[src/hw/rtl/arsc_pkg.sv]
// Shared types, codes and result builders for the article record stream checker.
// Used by every module of the block; depends on nothing else.
`default_nettype none

package arsc_pkg;

	localparam int unsigned BYTE_BITS       = 8;
	localparam int unsigned SPAN_BODY_BYTES = 7;
	localparam int unsigned OUTQ_DEPTH      = 4;

	// Result kinds.
	localparam logic [1:0] KIND_TEXT  = 2'd0;
	localparam logic [1:0] KIND_SPAN  = 2'd1;
	localparam logic [1:0] KIND_END   = 2'd2;
	localparam logic [1:0] KIND_ERROR = 2'd3;

	// Error codes.
	localparam logic [2:0] ERR_SHORT_HEADER = 3'd0;
	localparam logic [2:0] ERR_TEXT_TRUNC   = 3'd1;
	localparam logic [2:0] ERR_BAD_UTF8     = 3'd2;
	localparam logic [2:0] ERR_NO_SPAN_LEN  = 3'd3;
	localparam logic [2:0] ERR_SPAN_TRUNC   = 3'd4;
	localparam logic [2:0] ERR_SPAN_RANGE   = 3'd5;

	// Range that the next continuation byte must fall in.
	typedef enum logic [2:0] {
		CLIM_NORMAL = 3'd0,
		CLIM_E0     = 3'd1,
		CLIM_ED     = 3'd2,
		CLIM_F0     = 3'd3,
		CLIM_F4     = 3'd4
	} clim_t;

	typedef struct packed {
		logic [7:0] data_byte;
		logic       end_of_data;
	} in_item_t;

	typedef struct packed {
		logic [1:0]  result_kind;
		logic [2:0]  error_code;
		logic [15:0] text_units;
		logic [15:0] span_begin;
		logic [15:0] span_size;
		logic [15:0] span_data_first;
		logic [15:0] span_data_second;
		logic [7:0]  span_kind;
		logic        last_of_run;
	} out_item_t;

	// Decoder verdict on one text byte.
	typedef struct packed {
		logic       ok;
		logic [1:0] pend_next;
		clim_t      clim_next;
		logic [1:0] unit_inc;
	} utf8_res_t;

	// Results produced by one request, in order.
	typedef struct packed {
		logic [1:0] count;
		out_item_t  first;
		out_item_t  second;
	} push_t;

	function automatic out_item_t res_text(input logic [15:0] units);
		out_item_t r;
		r = '0;
		r.result_kind = KIND_TEXT;
		r.text_units  = units;
		return r;
	endfunction

	function automatic out_item_t res_err(input logic [2:0] code);
		out_item_t r;
		r = '0;
		r.result_kind = KIND_ERROR;
		r.error_code  = code;
		return r;
	endfunction

	function automatic out_item_t res_end();
		out_item_t r;
		r = '0;
		r.result_kind = KIND_END;
		return r;
	endfunction

endpackage

`default_nettype wire

[src/hw/rtl/arsc_utf8.sv]
// Strict UTF-8 byte check and UTF-16 unit increment for one text byte.
// Depends on arsc_pkg.
`default_nettype none

module arsc_utf8 (
	input  wire logic [7:0]      data_byte,
	input  wire logic [1:0]      pend,
	input  wire arsc_pkg::clim_t clim,
	output arsc_pkg::utf8_res_t res
);

	logic [7:0] lo;
	logic [7:0] hi;

	always_comb begin
		lo = 8'h80;
		hi = 8'hBF;
		case (clim)
			arsc_pkg::CLIM_E0: lo = 8'hA0;
			arsc_pkg::CLIM_ED: hi = 8'h9F;
			arsc_pkg::CLIM_F0: lo = 8'h90;
			arsc_pkg::CLIM_F4: hi = 8'h8F;
			default: begin
				lo = 8'h80;
				hi = 8'hBF;
			end
		endcase

		res.ok        = 1'b0;
		res.pend_next = pend;
		res.clim_next = clim;
		res.unit_inc  = 2'd0;

		if (pend != 2'd0) begin
			// A rejected continuation leaves the pending state untouched.
			if (data_byte >= lo && data_byte <= hi) begin
				res.ok        = 1'b1;
				res.pend_next = pend - 2'd1;
				res.clim_next = arsc_pkg::CLIM_NORMAL;
			end
		end else begin
			res.clim_next = arsc_pkg::CLIM_NORMAL;
			if (data_byte == 8'h00) begin
				res.ok = 1'b0;
			end else if (data_byte < 8'h80) begin
				res.ok       = 1'b1;
				res.unit_inc = 2'd1;
			end else if (data_byte < 8'hC2) begin
				res.ok = 1'b0;
			end else if (data_byte < 8'hE0) begin
				res.ok        = 1'b1;
				res.pend_next = 2'd1;
				res.unit_inc  = 2'd1;
			end else if (data_byte < 8'hF0) begin
				res.ok        = 1'b1;
				res.pend_next = 2'd2;
				res.unit_inc  = 2'd1;
				if (data_byte == 8'hE0) begin
					res.clim_next = arsc_pkg::CLIM_E0;
				end else if (data_byte == 8'hED) begin
					res.clim_next = arsc_pkg::CLIM_ED;
				end
			end else if (data_byte < 8'hF5) begin
				// Four-byte sequences lie above the BMP and need a surrogate pair.
				res.ok        = 1'b1;
				res.pend_next = 2'd3;
				res.unit_inc  = 2'd2;
				if (data_byte == 8'hF0) begin
					res.clim_next = arsc_pkg::CLIM_F0;
				end else if (data_byte == 8'hF4) begin
					res.clim_next = arsc_pkg::CLIM_F4;
				end
			end else begin
				res.ok = 1'b0;
			end
		end
	end

endmodule

`default_nettype wire

[src/hw/rtl/arsc_parser.sv]
// Record parser: phase, counters and span fields, updated once per accepted byte.
// Depends on arsc_pkg and arsc_utf8; produces up to two results per request.
`default_nettype none

module arsc_parser (
	input  wire logic               clk,
	input  wire logic               arst_n,
	input  wire logic               acc,
	input  wire arsc_pkg::in_item_t item,
	output arsc_pkg::push_t         push
);

	typedef enum logic [2:0] {
		PH_TLO  = 3'd0,
		PH_THI  = 3'd1,
		PH_TEXT = 3'd2,
		PH_TBAD = 3'd3,
		PH_SLO  = 3'd4,
		PH_SHI  = 3'd5,
		PH_BODY = 3'd6
	} phase_t;

	phase_t              phase_q, phase_d;
	logic [15:0]         left_q, left_d;
	logic [15:0]         units_q, units_d;
	logic [1:0]          pend_q, pend_d;
	arsc_pkg::clim_t     clim_q, clim_d;
	logic [7:0]          hdr_q, hdr_d;
	logic [15:0]         size_q, size_d;
	logic [6:0][7:0]     fields_q, fields_d;
	logic                skip_q, skip_d;

	arsc_pkg::utf8_res_t u;
	arsc_pkg::push_t     p;

	arsc_utf8 u_utf8 (
		.data_byte (item.data_byte),
		.pend      (pend_q),
		.clim      (clim_q),
		.res       (u)
	);

	always_comb begin
		logic [15:0] word;
		logic [15:0] left_dec;
		logic [2:0]  idx;
		logic [16:0] reach;
		logic        bad;
		logic        e;

		phase_d  = phase_q;
		left_d   = left_q;
		units_d  = units_q;
		pend_d   = pend_q;
		clim_d   = clim_q;
		hdr_d    = hdr_q;
		size_d   = size_q;
		fields_d = fields_q;
		skip_d   = skip_q;
		p        = '0;

		e        = item.end_of_data;
		word     = {item.data_byte, hdr_q};
		left_dec = left_q - 16'd1;
		idx      = 3'(3'd7 - left_q[2:0]);
		reach    = '0;
		bad      = 1'b0;

		if (acc) begin
			if (skip_q) begin
				if (e) begin
					phase_d  = PH_TLO;
					left_d   = '0;
					units_d  = '0;
					pend_d   = '0;
					clim_d   = arsc_pkg::CLIM_NORMAL;
					hdr_d    = '0;
					size_d   = '0;
					fields_d = '0;
					skip_d   = 1'b0;
				end
			end else begin
				case (phase_q)
					PH_THI: begin
						left_d  = word;
						units_d = '0;
						pend_d  = '0;
						clim_d  = arsc_pkg::CLIM_NORMAL;
						if (word == 16'd0) begin
							p.count = 2'd1;
							p.first = arsc_pkg::res_text(16'd0);
							phase_d = PH_SLO;
							if (e) begin
								p.count  = 2'd2;
								p.second = arsc_pkg::res_err(arsc_pkg::ERR_NO_SPAN_LEN);
								phase_d  = PH_TLO;
							end
						end else if (e) begin
							p.count = 2'd1;
							p.first = arsc_pkg::res_err(arsc_pkg::ERR_TEXT_TRUNC);
							phase_d = PH_TLO;
						end else begin
							phase_d = PH_TEXT;
						end
					end
					PH_TEXT, PH_TBAD: begin
						bad = (phase_q == PH_TBAD);
						if (phase_q == PH_TEXT) begin
							units_d = units_q + 16'(u.unit_inc);
							pend_d  = u.pend_next;
							clim_d  = u.clim_next;
							bad     = !u.ok;
						end
						if (bad) begin
							phase_d = PH_TBAD;
						end
						left_d = left_dec;
						if (left_dec != 16'd0) begin
							if (e) begin
								p.count = 2'd1;
								p.first = arsc_pkg::res_err(arsc_pkg::ERR_TEXT_TRUNC);
								phase_d = PH_TLO;
							end
						end else if (bad || pend_d != 2'd0) begin
							p.count = 2'd1;
							p.first = arsc_pkg::res_err(arsc_pkg::ERR_BAD_UTF8);
							phase_d = PH_TLO;
							skip_d  = !e;
						end else begin
							p.count = 2'd1;
							p.first = arsc_pkg::res_text(units_d);
							phase_d = PH_SLO;
							if (e) begin
								p.count  = 2'd2;
								p.second = arsc_pkg::res_err(arsc_pkg::ERR_NO_SPAN_LEN);
								phase_d  = PH_TLO;
							end
						end
					end
					PH_SLO: begin
						hdr_d = item.data_byte;
						if (e) begin
							p.count = 2'd1;
							p.first = arsc_pkg::res_err(arsc_pkg::ERR_NO_SPAN_LEN);
							phase_d = PH_TLO;
						end else begin
							phase_d = PH_SHI;
						end
					end
					PH_SHI: begin
						if (word == 16'd0) begin
							// Record terminator: start the next record, reporting a clean end if the data ends here.
							phase_d = PH_TLO;
							if (e) begin
								p.count = 2'd1;
								p.first = arsc_pkg::res_end();
							end
						end else if (e) begin
							size_d  = word;
							p.count = 2'd1;
							p.first = arsc_pkg::res_err(arsc_pkg::ERR_SPAN_TRUNC);
							phase_d = PH_TLO;
						end else begin
							size_d   = word;
							fields_d = '0;
							left_d   = 16'(arsc_pkg::SPAN_BODY_BYTES);
							phase_d  = PH_BODY;
						end
					end
					PH_BODY: begin
						if (idx != 3'd7) begin
							fields_d[idx] = fields_q[idx] | item.data_byte;
						end
						left_d = left_dec;
						if (left_dec != 16'd0 &&
						    left_dec <= 16'(arsc_pkg::SPAN_BODY_BYTES)) begin
							if (e) begin
								p.count = 2'd1;
								p.first = arsc_pkg::res_err(arsc_pkg::ERR_SPAN_TRUNC);
								phase_d = PH_TLO;
							end
						end else begin
							left_d = '0;
							reach  = {1'b0, fields_d[1], fields_d[0]} + {1'b0, size_q};
							if (reach > {1'b0, units_q}) begin
								p.count = 2'd1;
								p.first = arsc_pkg::res_err(arsc_pkg::ERR_SPAN_RANGE);
								phase_d = PH_TLO;
								skip_d  = !e;
							end else begin
								p.count                  = 2'd1;
								p.first.result_kind      = arsc_pkg::KIND_SPAN;
								p.first.span_begin       = {fields_d[1], fields_d[0]};
								p.first.span_size        = size_q;
								p.first.span_data_first  = {fields_d[3], fields_d[2]};
								p.first.span_data_second = {fields_d[5], fields_d[4]};
								p.first.span_kind        = fields_d[6];
								phase_d                  = PH_SLO;
								if (e) begin
									p.count  = 2'd2;
									p.second = arsc_pkg::res_err(arsc_pkg::ERR_NO_SPAN_LEN);
									phase_d  = PH_TLO;
								end
							end
						end
					end
					default: begin
						hdr_d = item.data_byte;
						if (e) begin
							p.count = 2'd1;
							p.first = arsc_pkg::res_err(arsc_pkg::ERR_SHORT_HEADER);
							phase_d = PH_TLO;
						end else begin
							phase_d = PH_THI;
						end
					end
				endcase
			end
		end

		if (p.count == 2'd1) begin
			p.first.last_of_run = 1'b1;
		end
		if (p.count == 2'd2) begin
			p.second.last_of_run = 1'b1;
		end
	end

	assign push = p;

	always_ff @(posedge clk or negedge arst_n) begin
		if (!arst_n) begin
			phase_q  <= PH_TLO;
			left_q   <= '0;
			units_q  <= '0;
			pend_q   <= '0;
			clim_q   <= arsc_pkg::CLIM_NORMAL;
			hdr_q    <= '0;
			size_q   <= '0;
			fields_q <= '0;
			skip_q   <= 1'b0;
		end else begin
			phase_q  <= phase_d;
			left_q   <= left_d;
			units_q  <= units_d;
			pend_q   <= pend_d;
			clim_q   <= clim_d;
			hdr_q    <= hdr_d;
			size_q   <= size_d;
			fields_q <= fields_d;
			skip_q   <= skip_d;
		end
	end

endmodule

`default_nettype wire

[config.mk]
export PLATFORM = sky130hd
export DESIGN_NAME = arsc_parser
export DESIGN_NICKNAME = d
export VERILOG_FILES = /design/src/hw/rtl/arsc_pkg.sv /design/src/hw/rtl/arsc_utf8.sv /design/src/hw/rtl/arsc_parser.sv
export SDC_FILE = /design/constraint.sdc
export NUM_CORES = 1
export LEC_CHECK = 0
export BUFFER_PORTS_ARGS = -buffer_cell sky130_fd_sc_hd__buf_2
export CAP_MARGIN = 30
export CORE_MARGIN = 2
export CORE_UTILIZATION = 51
export DETAILED_ROUTE_END_ITERATION = 10
export GPL_TIMING_DRIVEN = 0
export PLACE_DENSITY_LB_ADDON = 0.05
export SLEW_MARGIN = 0
export SYNTH_ARGS = -nofsm -noshare
export SYNTH_HDL_FRONTEND = slang
export SYNTH_SLANG_ARGS = --single-unit
[constraint.sdc]
create_clock -name clk -period 6.8 [get_ports clk]
set_input_delay 0.34 -clock clk [delete_from_list [all_inputs] [get_ports clk]]
set_output_delay 0.34 -clock clk [all_outputs]
set_load 0.005 [all_outputs]
# == After elaboration in Yosys (flattened, before gate mapping) ==
# Cells that the tools add are included.
# classes
eq_ne,25
magnitude_cmp,11
bitwise,1
muxes,120
addsub,5
n_reduce_logical,24
# ops
op,count
$mux W94,6
$mux W96,5
$pmux W96 S5,1
$mux W95,5
$mux W56,8
$mux W190,2
$pmux W94 S3,1
$mux W16,10
$pmux W56 S2,1
$mux W8,11
$mux W72,1
$pmux W16 S4,1
$mux W3,21
$bwmux W56,1
$lt A8 B8 Y1 const B,5
$eq A8 B8 Y1 const B,4
$pmux W16 S2,1
$bmux W8 S3,1
$demux W8 S3,1
$mux W2,12
$pmux W6 S2,2
$mux W7,3
$mux W19,1
$add A16 B16 Y17,1
44 further kinds,81
# totals
output_inout_bits,190
wordCells,201
ff_bits,121
input_bits,12

# == Logic depth before layout (Yosys ltp) ==
# Gate-level depths: netlist of the first run.
# depth
word_depth,28
ltp_mapped,31
mapped_depth_nobuf,28

# == Cells and area by module ==
# A second synthesis of the first run with hierarchy kept.
# unflattened
hier_cells,1253
area_unflattened_um2,10013.4
# modules_own_cells
mod,seq_area_each_um2,area_each_um2,instances,cells_each
arsc_parser,3027.9,9582.9,1,1191
arsc_utf8,0.0,430.4,1,62

# == Worst setup path before layout of the first run ==
# No wires, ideal clock.
# synth_timing
path_kind,reg2out
from,register left_q[2]
to,output port push[101] (netlist bit)
path_buffers,4
t_arrival_ps,6244
t_required_ps,6460
setup_slack_ps,216
stages_incl_launch_ff,32
path_cell_list,dfrtp_1 -> clkbuf_1 -> inv_1 -> clkbuf_1 -> nor2_1 -> a221oi_1 -> nor2_1 -> a2111oi_2 -> nor2_1 -> a21oi_1 -> inv_1 -> ha_1 -> fa_1 -> a211oi_1 -> o31ai_1 -> o2111ai_1 -> a21boi_0 -> o21a_1 -> nor2_1 -> o21ai_0 -> xor2_1 -> ha_1 -> nand2_1 -> nor3_1 -> a21oi_1 -> a31oi_1 -> o21ai_0 -> nand4_4 -> or3_1 -> buf_6 -> buf_6 -> a211oi_1
# synth_rtl
item,line,rtl
"start, declared",arsc_parser.sv:24,"logic [15:0] left_q, left_d;"
"start signal, assigned",arsc_parser.sv:244,left_q <= left_d;
"end, declared",arsc_parser.sv:10,output arsc_pkg::push_t push

==> results.md, run 1 <==
- Final Slew Violations: 0
- Initial antenna violation count: 0
- Synth Register Bits: 121
- Critical path data required time: 6.46 ns
- Placed Area: 11400 µm²
- Synth cell types: 75
- Initial core utilization: 51.8%
- Most common cell in the netlist: nor2_1
- Reg2reg path depth: 26
- First-pass GRT wire length: 51300 µm
- Achievable clock frequency: 0.143 GHz
- Crit path max-delay cell type: dfrtp_2
- Num CTS Buffers: 17
- Final WL: 34200 µm
- CP Class: reg -> out
- Levels on crit path: 32
- Multi-input logic area: 6620 µm²
- WL/cell: 18.7 µm
- Top cells by area, synth: dfrtp_1 30%, buf_4 6.8%, nor2_1 6.0%, ha_1 5.8%, o21ai_0 5.1%
- FF-to-FF setup slack: 0.92 ns
- Final Critical Period: 7.00 ns
- Placed cell count: 1753
- CP endpoint: push[109]
- Startpoint types: flip-flop
- I/O pin total: 202
- EDFF count, synth: 0
- Yosys warns: 0
- Final count of hold timing violations: 0
- Critical path fanouts, max: 10
- Dominant synthesized flop cell: dfrtp_1
- Largest net degree at the start of global routing: 96
- Min-delay worst type: in -> reg
- Min-delay src: item[1]
- Post-synth top area cell: dfrtp_1
- Root Buffer: clkbuf_16
- FF-to-FF Start: left_q[2]
- Vias per inst: 5.80
- Remaining DRCs: 0
- Max stage delay on crit path: 0.44 ns
- Fill count: 1693
- Worst-Margin Slew: 0.950 ns
- Via Count: 10.6k
- Adder-cell area share of the yosys netlist: 6.23%
- Row count: 51
- GRT overflow: 0
- Mux share of post-synthesis cell area: 1.87%
- Core area: 19500 µm²
- Vias in the first global route: 9250
- Final Cell Area: 12900 µm²
- Clock Latency Late Sink: 0.44 ns
- CP bufs+invs: 7
- Nets@finish: 1610
- Diodes inserted: 0
- CTS Sinks: 121
- Largest family of logic cells by synthesized area: compound AO/OA/AOI/OAI gates
- Period utilisation layout: 103%
- Worst slew margin: 36.0%
- Most common library cells after synthesis: 160 x nor2_1, 132 x nand2_1, 121 x dfrtp_1, 102 x o21ai_0, 92 x buf_4
- Port bufs: 110
- Crit. End Element: output port
- Internal power: 1930 µW
- Pwr/cell area: 269 nW/µm²
- Max-Cap Viols: 0
- Comb power frac: 48.7%
- Share of cells above drive strength 1: 26.6%
- Worst setup path start: left_q[2]
- Final setup vio count: 65
- Failing checks: setup timing
- Clk pwr share: 24.6%
- CP top delay family: compound AO/OA/AOI/OAI gates
- Final GP Congestion: 0.958
- Worst vdd ir: 0.197 mV
- Reg2reg end: skip_q
- Area Overhead vs Synth: 28.3%
- Die area: 20900 µm²
- CTS tree: built
- Sequential cell area fraction in the yosys report: 30.0%
- Worst-path clk slew: 0.06 ns
- Antenna Nets Post-Route: 0
- Final Skew: 0.00888 ns
- Switching portion of total power: 44.6%
- GRT Total Usage: 32.0%
- Post-DP HPWL: 24700 µm
- Register share of total power: 26.7%
- Die height: 145 µm
- Net Sw Power: 1550 µW
- Lkg Pwr: 0.00605 µW
- Non-filler cells, final: 1827
- First-pass iteration count of the detailed router: 5
- Cells after Synth: 1279
- CTS max path bufs: 2
- Synth Area per Inst: 7.89 µm²
- RSZ-0062 raised after global routing: true
- Synth Area in XOR/XNOR: 3.21%
- Final worst-path setup slack: -0.199 ns
- Critical Path AT: 6.66 ns
- Synth Area in Compound Gates: 25.2%
- Async SR Flop Fraction: 100%
- Initial DRC Count: 985
- Synth Cell Area: 10100 µm²
- Synth Area in Simple Gates: 21.1%
- CTS H-tree depth: 4
- Status: finished with violations
- Register area: 3030 µm²
- Synth top area share: 30.0%
- Die W: 145 µm
## per-layer routing
layer  vias to the layer above  wire (µm)  global-route usage [%]
li1                       4902          -                       -
met2                       630      15200                    47.2
met5                         -         13                       0
met3                        53       3260                    5.40
met1                      5005      14900                    47.6
met4                         2        751                    10.3
## flip-flops by register name, indices dropped and copies added (netlist names)
register  cells
clim_q        3
fields_q     56
hdr_q         8
left_q       16
pend_q        2
phase_q       3
size_q       16
skip_q        1
units_q      16
## how the worst min path moves through the flow
stage / to / cells past startpoint
floorplan: clim_q[0] / 0
global placement: fields_q[18] / 2
detailed placement: clim_q[1] / 1
CTS: clim_q[0] / 4
global route: clim_q[0] / 4
finish: clim_q[0] / 4
## repair_timing
| action | in CTS | in global routing |
|---|---|---|
| hold buffers | 1 | 0 |
| gates resized for setup | 90 | 56 |
| setup endpoints to repair | 85 | 83 |
| setup buffers | 20 | 21 |
| gates cloned | 2 | 2 |
| hold endpoints to repair | 26 | 0 |
| pin swaps | 30 | 24 |
## power groups by stage
stage | combinational (µW) | clock, µW | sequential, µW
floorplan | 1010 | 0 | 887
global placement | 1360 | 0 | 925
detailed placement | 1400 | 0 | 928
CTS | 1550 | 859 | 925
global route | 1840 | 893 | 938
finish | 1690 | 855 | 930
## layout by cell type, fill, tap and decap left out, drive strengths merged, types with 8 or more instances in the layout
master,count
and2,21
nor2b,8
xor2,13
a22o,29
nor3,22
o31ai,27
buf,270
nor4,16
a22oi,13
ha,47
a211oi,43
a31oi,10
a21o,11
nand2,132
clkbuf,78
o21ai,106
dfrtp,121
a21oi,82
nand4,11
conb,89
inv,59
or3,11
nand3,18
o21bai,8
nor2,160
xnor2,24
and3,9
nand2b,26
## final cells by class
| class | instances | area share (%) |
|---|---|---|
| flip-flops and latches | 121 | 23.4 |
| well taps | 265 | 2.56 |
| clock buffers | 18 | 3.32 |
| plain buffers | 165 | 8.36 |
| clock inverters | 14 | 0.909 |
| inverters | 56 | 1.65 |
| multi-input cells | 1022 | 51.2 |
| repair buffers | 166 | 8.60 |
## cell families after synthesis
kind of cell	Yosys count
DFF	121
other	1
adders and majority gates	49
and+or+nand+nor	453
muxes	11
xor gates and xnor gates	37
buffers and inverters	224
AOI/OAI and AO/OA	383
## metrics by stage
step / total power, µW / utilization [%] / hold slack (ns) / worst slack (ns) / TNS, ns
after global routing: 3670 / 66.5 / 0.261 / -0.457 / -26.01
final: 3480 / 66.5 / 0.249 / -0.199 / -5.33
after detailed placement: 2330 / 58.6 / 0.236 / -1.84 / -121.65
after global placement: 2290 / 58.1 / 0.486 / -2.13 / -147.02
after floorplan: 1900 / - / 0.0444 / 0.216 / 0
after CTS: 3340 / 64.4 / 0.244 / -0.142 / -3.42
## tightest hold or removal path, cell delays in order
cell and delay, ns:
buf_2 0.08, nor4_1 0.07, nand3_1 0.08, o21ai_0 0.06
No activity file was read; power rests on OpenSTA's default activity.
==> inputs of run 2 (changes only) <==
SETUP_SLACK_MARGIN = 0.15   (was default)
==> run 2 against run 1 <==
  * The flow still finishes with violations (setup timing)
  * Clock skew down 0.00088 ns
  * Highest routed layer is now met4
  * Global-route usage down 0.054 points
  * Worst hold slack better by 0.0043 ns
  * Flip-flop and latch count unchanged
==> results.md, run 2 (same netlist as run 1, synthesis figures left out) <==
- Initial DRC Count: 1023 (was 985)
- Lkg Pwr: 0.00603 µW (was 0.00605 µW)
- Core area: 19500 µm² (unchanged)
- Final worst-path setup slack: -0.113 ns (was -0.199 ns)
- Top reg by flops: fields_q (unchanged)
- Largest net degree at the start of global routing: 96 (unchanged)
- Worst vdd ir: 0.200 mV (was 0.197 mV)
- First-pass iteration count of the detailed router: 5 (unchanged)
- Min-delay worst type: in -> reg (unchanged)
- Die area: 20900 µm² (unchanged)
- Final setup vio count: 58 (was 65)
- Largest register FFs: 56 (unchanged)
- Placed Area: 11400 µm² (unchanged)
- Post-DP HPWL: 24700 µm (unchanged)
- Achievable clock frequency: 0.145 GHz (was 0.143 GHz)
- Share of cells above drive strength 1: 26.8% (was 26.6%)
- Vias in the first global route: 9219 (was 9250)
- Worst slew margin: 34.1% (was 36.0%)
- Fill count: 1716 (was 1693)
- Via Count: 10.6k (about the same)
- Row count: 51 (unchanged)
- Critical path fanouts, max: 10 (unchanged)
- Crit path top cell by count: a21oi_1
- Non-filler cells, final: 1826 (was 1827)
- Worst-path clk slew: 0.06 ns (about the same)
- Final GP Congestion: 0.958 (unchanged)
- Critical Path AT: 6.57 ns (was 6.66 ns)
- CTS max path bufs: 2 (unchanged)
- Area Overhead vs Synth: 27.9% (was 28.3%)
- Final count of hold timing violations: 0 (unchanged)
- Register area: 3030 µm² (about the same)
- Max-Cap Viols: 0 (unchanged)
- Overall Power: 3510 µW (was 3480 µW)
- Commonest non-fill, non-tap cell in the layout: nor2_1 (unchanged)
- Crit path max-delay cell type: or3_4 (was dfrtp_2)
- Final Skew: 0.00800 ns (was 0.00888 ns)
- CTS H-tree depth: 4 (unchanged)
- Die height: 145 µm (unchanged)
- Initial antenna violation count: 0 (unchanged)
- Final WL: 34000 µm (was 34200 µm)
- Clock Latency Late Sink: 0.43 ns (was 0.44 ns)
- Vias per inst: 5.79 (was 5.80)
- Final Slew Violations: 0 (unchanged)
- Period utilisation layout: 102% (was 103%)
- First-pass GRT wire length: 51200 µm (was 51300 µm)
- I/O pin total: 202 (unchanged)
- Diodes inserted: 0 (unchanged)
- CTS Sinks: 121 (unchanged)
- Crit. End Element: output port (unchanged)
- Port bufs: 110 (unchanged)
- CTS tree: built (unchanged)
- Hold_ws: 0.253 ns (was 0.249 ns)
- Most frequent cells in the layout: 146 x nor2_1, 131 x buf_4, 130 x nand2_1 (was 145 x nor2_1, 130 x nand2_1, 129 x buf_4)
- GRT overflow: 0 (unchanged)
- Failing checks: setup timing (unchanged)
- RSZ-0062 raised after global routing: true (unchanged)
- Pwr/cell area: 272 nW/µm² (was 269 nW/µm²)
- Die W: 145 µm (unchanged)
- Nets@finish: 1609 (was 1610)
- Startpoint types: flip-flop (unchanged)
- Root Buffer: clkbuf_16 (unchanged)
- Remaining DRCs: 0 (unchanged)
- Num CTS Buffers: 17 (unchanged)
- WL/cell: 18.6 µm (was 18.7 µm)
- Antenna Nets Post-Route: 0 (unchanged)
- Initial core utilization: 51.8% (unchanged)
- Status: finished with violations (unchanged)
- CP Class: reg -> out (unchanged)
- Multi-input logic area: 6610 µm² (was 6620 µm²)
- GRT Total Usage: 31.9% (was 32.0%)
- Critical path data required time: 6.46 ns (about the same)
- Worst-Margin Slew: 0.978 ns (was 0.950 ns)
- Placed cell count: 1753 (unchanged)
- Core Util, Final: 66.3% (was 66.5%)
- Final Critical Period: 6.91 ns (was 7.00 ns)
- Max stage delay on crit path: 0.43 ns (was 0.44 ns)
- Final Cell Area: 12900 µm² (about the same)
==> run 2: layout make-up <==
cell class | count | area share (%)
Timing Repair Buffer | 162 | 8.06
Sequential cell | 121 | 23.5
Multi-Input combinational cell | 1022 | 51.3
Buffer | 168 | 8.69
Clock inverter | 14 | 0.912
Clock buffer | 18 | 3.33
Tap cell | 265 | 2.57
Inverter | 56 | 1.68
==> run 2: power by group <==
| group | leakage [µW] | internal (µW) | switching (µW) |
|---|---|---|---|
| logic | 0.00423 | 664 | 1070 |
| registers | 0.00154 | 810 | 114 |
| clock network | 0.000260 | 473 | 379 |
==> run 2: final timing paths <==
kind / slack [ns] / from / depth (start not counted) / to
min in group asynchronous: 0.35 / arst_n / 2 / clim_q[1]
worst max register to register: 0.90 / left_q[2] / 28 / skip_q
worst min-delay path: 0.25 / item[1] / 4 / clim_q[0]
max in group asynchronous: 5.59 / arst_n / 3 / left_q[2]
worst max-delay path: -0.11 / left_q[2] / 31 / push[126]
worst min register to register: 0.51 / fields_q[18] / 2 / fields_q[18]
==> run 2: per-layer routing <==
| layer | global-route usage (%) | wire [µm] | vias to the layer above |
|---|---|---|---|
| met5 | 0 | 0 | - |
| met4 | 10.2 | 840 | 0 |
| met3 | 5.03 | 3240 | 66 |
| met2 | 47.0 | 15100 | 605 |
| met1 | 47.9 | 14800 | 4978 |
| li1 | - | - | 4915 |
==> run 2: stage by stage <==
stage / setup WS (ns) / TNS [ns]
2_1_floorplan: 0.216 / 0
3_3_place_gp: -2.13 / -147.02
3_5_place_dp: -1.84 / -121.65
4_1_cts: -0.149 / -1.61
5_1_grt: -0.315 / -19.61
6_report: -0.113 / -2.39
==> run 2: timing repair <==
item	CTS	global route
setup endpoints to repair	85	83
gates resized for setup	75	68
pin swaps	27	26
endpoints found under the hold margin	26	0
gates cloned	0	1
hold buffers	1	0
setup buffers	19	19
==> run 2: worst max-delay path: cells and delay by family, from the launching register on <==
kind	cells	cell delay (ns)
xor gates and xnor gates	1	0.15
and+or+nand+nor	6	0.86
muxes	1	0.32
adders and majority gates	2	0.43
buffers and inverters	6	0.86
DFF	1	0.42
AOI/OAI and AO/OA	15	3.08
==> inputs of run 3 (changes only) <==
SYNTH_HIERARCHICAL = 1   (was default)
==> run 3 against run 2 <==
  * The flow still finishes with violations (setup timing)
  * Clock power increased by 12%
  * Register-to-register slack improved by 0.22 ns
  * Synthesized cell count decreased by 2.0%
  * Global-route usage increased by 0.29 points
  * Sequential share of layout area decreased by 0.31 points
  * Critical path type unchanged
  * Largest cell class unchanged
==> results.md, run 3 <==
- Switching portion of total power: 42.7% (was 44.5%)
- Non-filler cells, final: 1794 (was 1826)
- Cells after Synth: 1253 (was 1279)
- Die height: 144 µm (was 145 µm)
- Overall Power: 3470 µW (was 3510 µW)
- Yosys warns: 6 (was 0)
- Critical Path AT: 6.50 ns (was 6.57 ns)
- GRT overflow: 0 (unchanged)
- Status: finished with violations (unchanged)
- Worst slew margin: 24.7% (was 34.1%)
- Worst vdd ir: 0.200 mV (about the same)
- GRT Total Usage: 32.2% (was 31.9%)
- I/O pin total: 202 (unchanged)
- Largest net degree at the start of global routing: 100 (was 96)
- Antenna Nets Post-Route: 0 (unchanged)
- Critical path data required time: 6.46 ns (about the same)
- Final GP Congestion: 0.969 (was 0.958)
- Vias per inst: 5.87 (was 5.79)
- Initial antenna violation count: 1 (was 0)
- Synth Cell Area: 10000 µm² (was 10100 µm²)
- Final WL: 34400 µm (was 34000 µm)
- Port bufs: 112 (was 110)
- First-pass iteration count of the detailed router: 5 (unchanged)
- Die area: 20800 µm² (was 20900 µm²)
- Top reg by flops: fields_q (unchanged)
- Crit path top cell by count: buf_4 (was a21oi_1)
- Area Overhead vs Synth: 30.6% (was 27.9%)
- Synth top area share: 30.2% (was 30.0%)
- Dpl ws: -1.42 ns (was -1.84 ns)
- WL/cell: 19.2 µm (was 18.6 µm)
- Dominant synthesized flop cell: dfrtp_1 (unchanged)
- Commonest non-fill, non-tap cell in the layout: nor2_1 (unchanged)
- EDFF count, synth: 0 (unchanged)
- Final Critical Period: 6.84 ns (was 6.91 ns)
- CTS tree: built (unchanged)
- CTS max path bufs: 2 (unchanged)
- Critical path fanouts, max: 8 (was 10)
- Failing checks: setup timing (unchanged)
- Die W: 144 µm (was 145 µm)
- Most common cell in the netlist: nor2_1 (unchanged)
- Most frequent cells in the layout: 130 x nor2_1, 124 x buf_4, 123 x nand2_1 (was 146 x nor2_1, 131 x buf_4, 130 x nand2_1)
- Synth Area per Inst: 7.99 µm² (was 7.89 µm²)
- Placed cell count: 1724 (was 1753)
- Sequential cell area fraction in the yosys report: 30.2% (was 30.0%)
- Final setup vio count: 8 (was 58)
- Synth cell types: 86 (was 75)
- Net Sw Power: 1480 µW (was 1560 µW)
- Nets@finish: 1576 (was 1609)
- Register share of total power: 26.8% (was 26.3%)
- Synth Register Bits: 121 (unchanged)
- Placed Area: 11300 µm² (was 11400 µm²)
- Most common library cells after synthesis: 156 x nor2_1, 123 x nand2_1, 121 x dfrtp_1, 92 x buf_4, 86 x o21ai_0 (was 160 x nor2_1, 132 x nand2_1, 121 x dfrtp_1, 102 x o21ai_0, 92 x buf_4)
- CTS Sinks: 121 (unchanged)
- First-pass GRT wire length: 51300 µm (was 51200 µm)
- Internal power: 1990 µW (was 1950 µW)
- Clock Latency Late Sink: 0.43 ns (about the same)
- Lkg Pwr: 0.00611 µW (was 0.00603 µW)
- Crit. End Element: output port (unchanged)
- Largest register FFs: 56 (unchanged)
- Final Skew: 0.00746 ns (was 0.00800 ns)
- Core area: 19300 µm² (was 19500 µm²)
- Achievable clock frequency: 0.146 GHz (was 0.145 GHz)
- Worst-Margin Slew: 1.12 ns (was 0.978 ns)
- Max-Cap Viols: 0 (unchanged)
- Period utilisation layout: 101% (was 102%)
- Worst-path clk slew: 0.06 ns (about the same)
- Final count of hold timing violations: 0 (unchanged)
- Hold_ws: 0.275 ns (was 0.253 ns)
- Async SR Flop Fraction: 100% (unchanged)
- Share of cells above drive strength 1: 28.1% (was 26.8%)
- Top cells by area, synth: dfrtp_1 30%, buf_4 6.9%, ha_1 5.9%, nor2_1 5.8%, nand2_1 4.6% (was dfrtp_1 30%, buf_4 6.8%, nor2_1 6.0%, ha_1 5.8%, o21ai_0 5.1%)
- CP bufs+invs: 7 (was 6)
- CP Class: reg -> out (unchanged)
- Pwr/cell area: 265 nW/µm² (was 272 nW/µm²)
- Vias in the first global route: 9399 (was 9219)
- Max stage delay on crit path: 0.57 ns (was 0.43 ns)
- Root Buffer: clkbuf_16 (unchanged)
- Row count: 51 (unchanged)
- Final Cell Area: 13100 µm² (was 12900 µm²)
- Remaining DRCs: 0 (unchanged)
- Crit path max-delay cell type: mux4_2 (was or3_4)
- Startpoint types: flip-flop (unchanged)
- CTS H-tree depth: 4 (unchanged)
- Initial DRC Count: 1024 (was 1023)
- Clk pwr share: 27.5% (was 24.3%)
- Comb power frac: 45.6% (was 49.4%)
- Post-DP HPWL: 24300 µm (was 24700 µm)
- Num CTS Buffers: 17 (unchanged)
- Post-synth top area cell: dfrtp_1 (unchanged)
- CP top delay family: compound AO/OA/AOI/OAI gates (unchanged)
- Final Slew Violations: 0 (unchanged)
- Initial core utilization: 51.8% (about the same)
- RSZ-0062 raised after global routing: true (unchanged)
- Via Count: 10.5k (was 10.6k)
- Min-delay worst type: in -> reg (unchanged)
- Final worst-path setup slack: -0.0397 ns (was -0.113 ns)
## run 3: cell count changes in the layout (fill, tap and decap cells not counted), moves of 15 or more
cell / previous run / this run
nor2_1: 146 / 130
and2_1: 21 / 6
a22o_1: 29 / 47
nand2b_1: 26 / 6
a21oi_1: 73 / 48
o21ai_0: 100 / 78
inv_1: 51 / 66
## run 3: tightest hold or removal path, stage by stage
cell     delay [ns]
buf_2          0.17
nand2_1        0.09
o21ai_0        0.07
## run 3: timing repair
action                     CTS  global route
hold buffers                 1             0
gates resized for setup    109            84
hold endpoints to repair    22             0
setup endpoints to repair   85            83
cloned                       0             2
setup buffers               29             5
pin swaps                   26             7
## run 3: per-layer routing
layer / global-route usage (%) / up-vias / wire length, µm
met5: 0 / - / 14
met3: 8.28 / 88 / 3550
li1: - / 4852 / -
met4: 10.9 / 2 / 1020
met1: 44.7 / 4977 / 14300
met2: 48.9 / 607 / 15500
## run 3: power groups by stage
stage | clock network, µW | registers [µW] | logic, µW
3_3_place_gp | 0 | 933 | 1320
4_1_cts | 953 | 924 | 1500
5_1_grt | 985 | 942 | 1720
6_report | 954 | 931 | 1580
2_1_floorplan | 0 | 892 | 986
3_5_place_dp | 0 | 936 | 1350
## run 3: area by class of cell
type	count	area (µm²)
multi-input combinational	994	6740
fill	1609	6260
sequential	121	3030
buffer	154	1080
timing repair buffer	155	1010
clock buffer	21	460
tap	265	332
inverter	72	277
clock inverter	11	145
antenna	1	2.50
## run 3: kinds of logic (layout without fill, tap and decap cells)
logic type / after synthesis / in the layout / synth area share, %
other: 1 / 90 / 0.0374
muxes: 18 / 18 / 2.56
buffers and inverters: 226 / 413 / 12.2
xor gates and xnor gates: 36 / 36 / 3.15
AOI/OAI and AO/OA: 362 / 362 / 24.6
adders and majority gates: 50 / 50 / 6.37
DFF: 121 / 121 / 30.2
and+or+nand+nor: 439 / 439 / 20.8
## run 3: through the flow
step	setup TNS [ns]	utilization (%)
finish	-0.107	67.6
floorplan	0	-
CTS	0	65.3
global route	-9.46	67.6
global placement	-190.13	58.1
detailed placement	-86.37	58.6
## run 3: final timing paths
| kind | to | slack, ns | cells past startpoint | startpoint |
|---|---|---|---|---|
| max in group asynchronous | left_q[0] | 5.68 | 3 | arst_n |
| hold / removal | size_q[15] | 0.27 | 3 | item[8] |
| setup / recovery | push[134] | -0.04 | 26 | left_q[0] |
| min in group asynchronous | units_q[11] | 0.33 | 2 | arst_n |
| setup reg to reg | skip_q | 1.12 | 25 | left_q[0] |
| hold reg to reg | size_q[2] | 0.52 | 2 | size_q[2] |
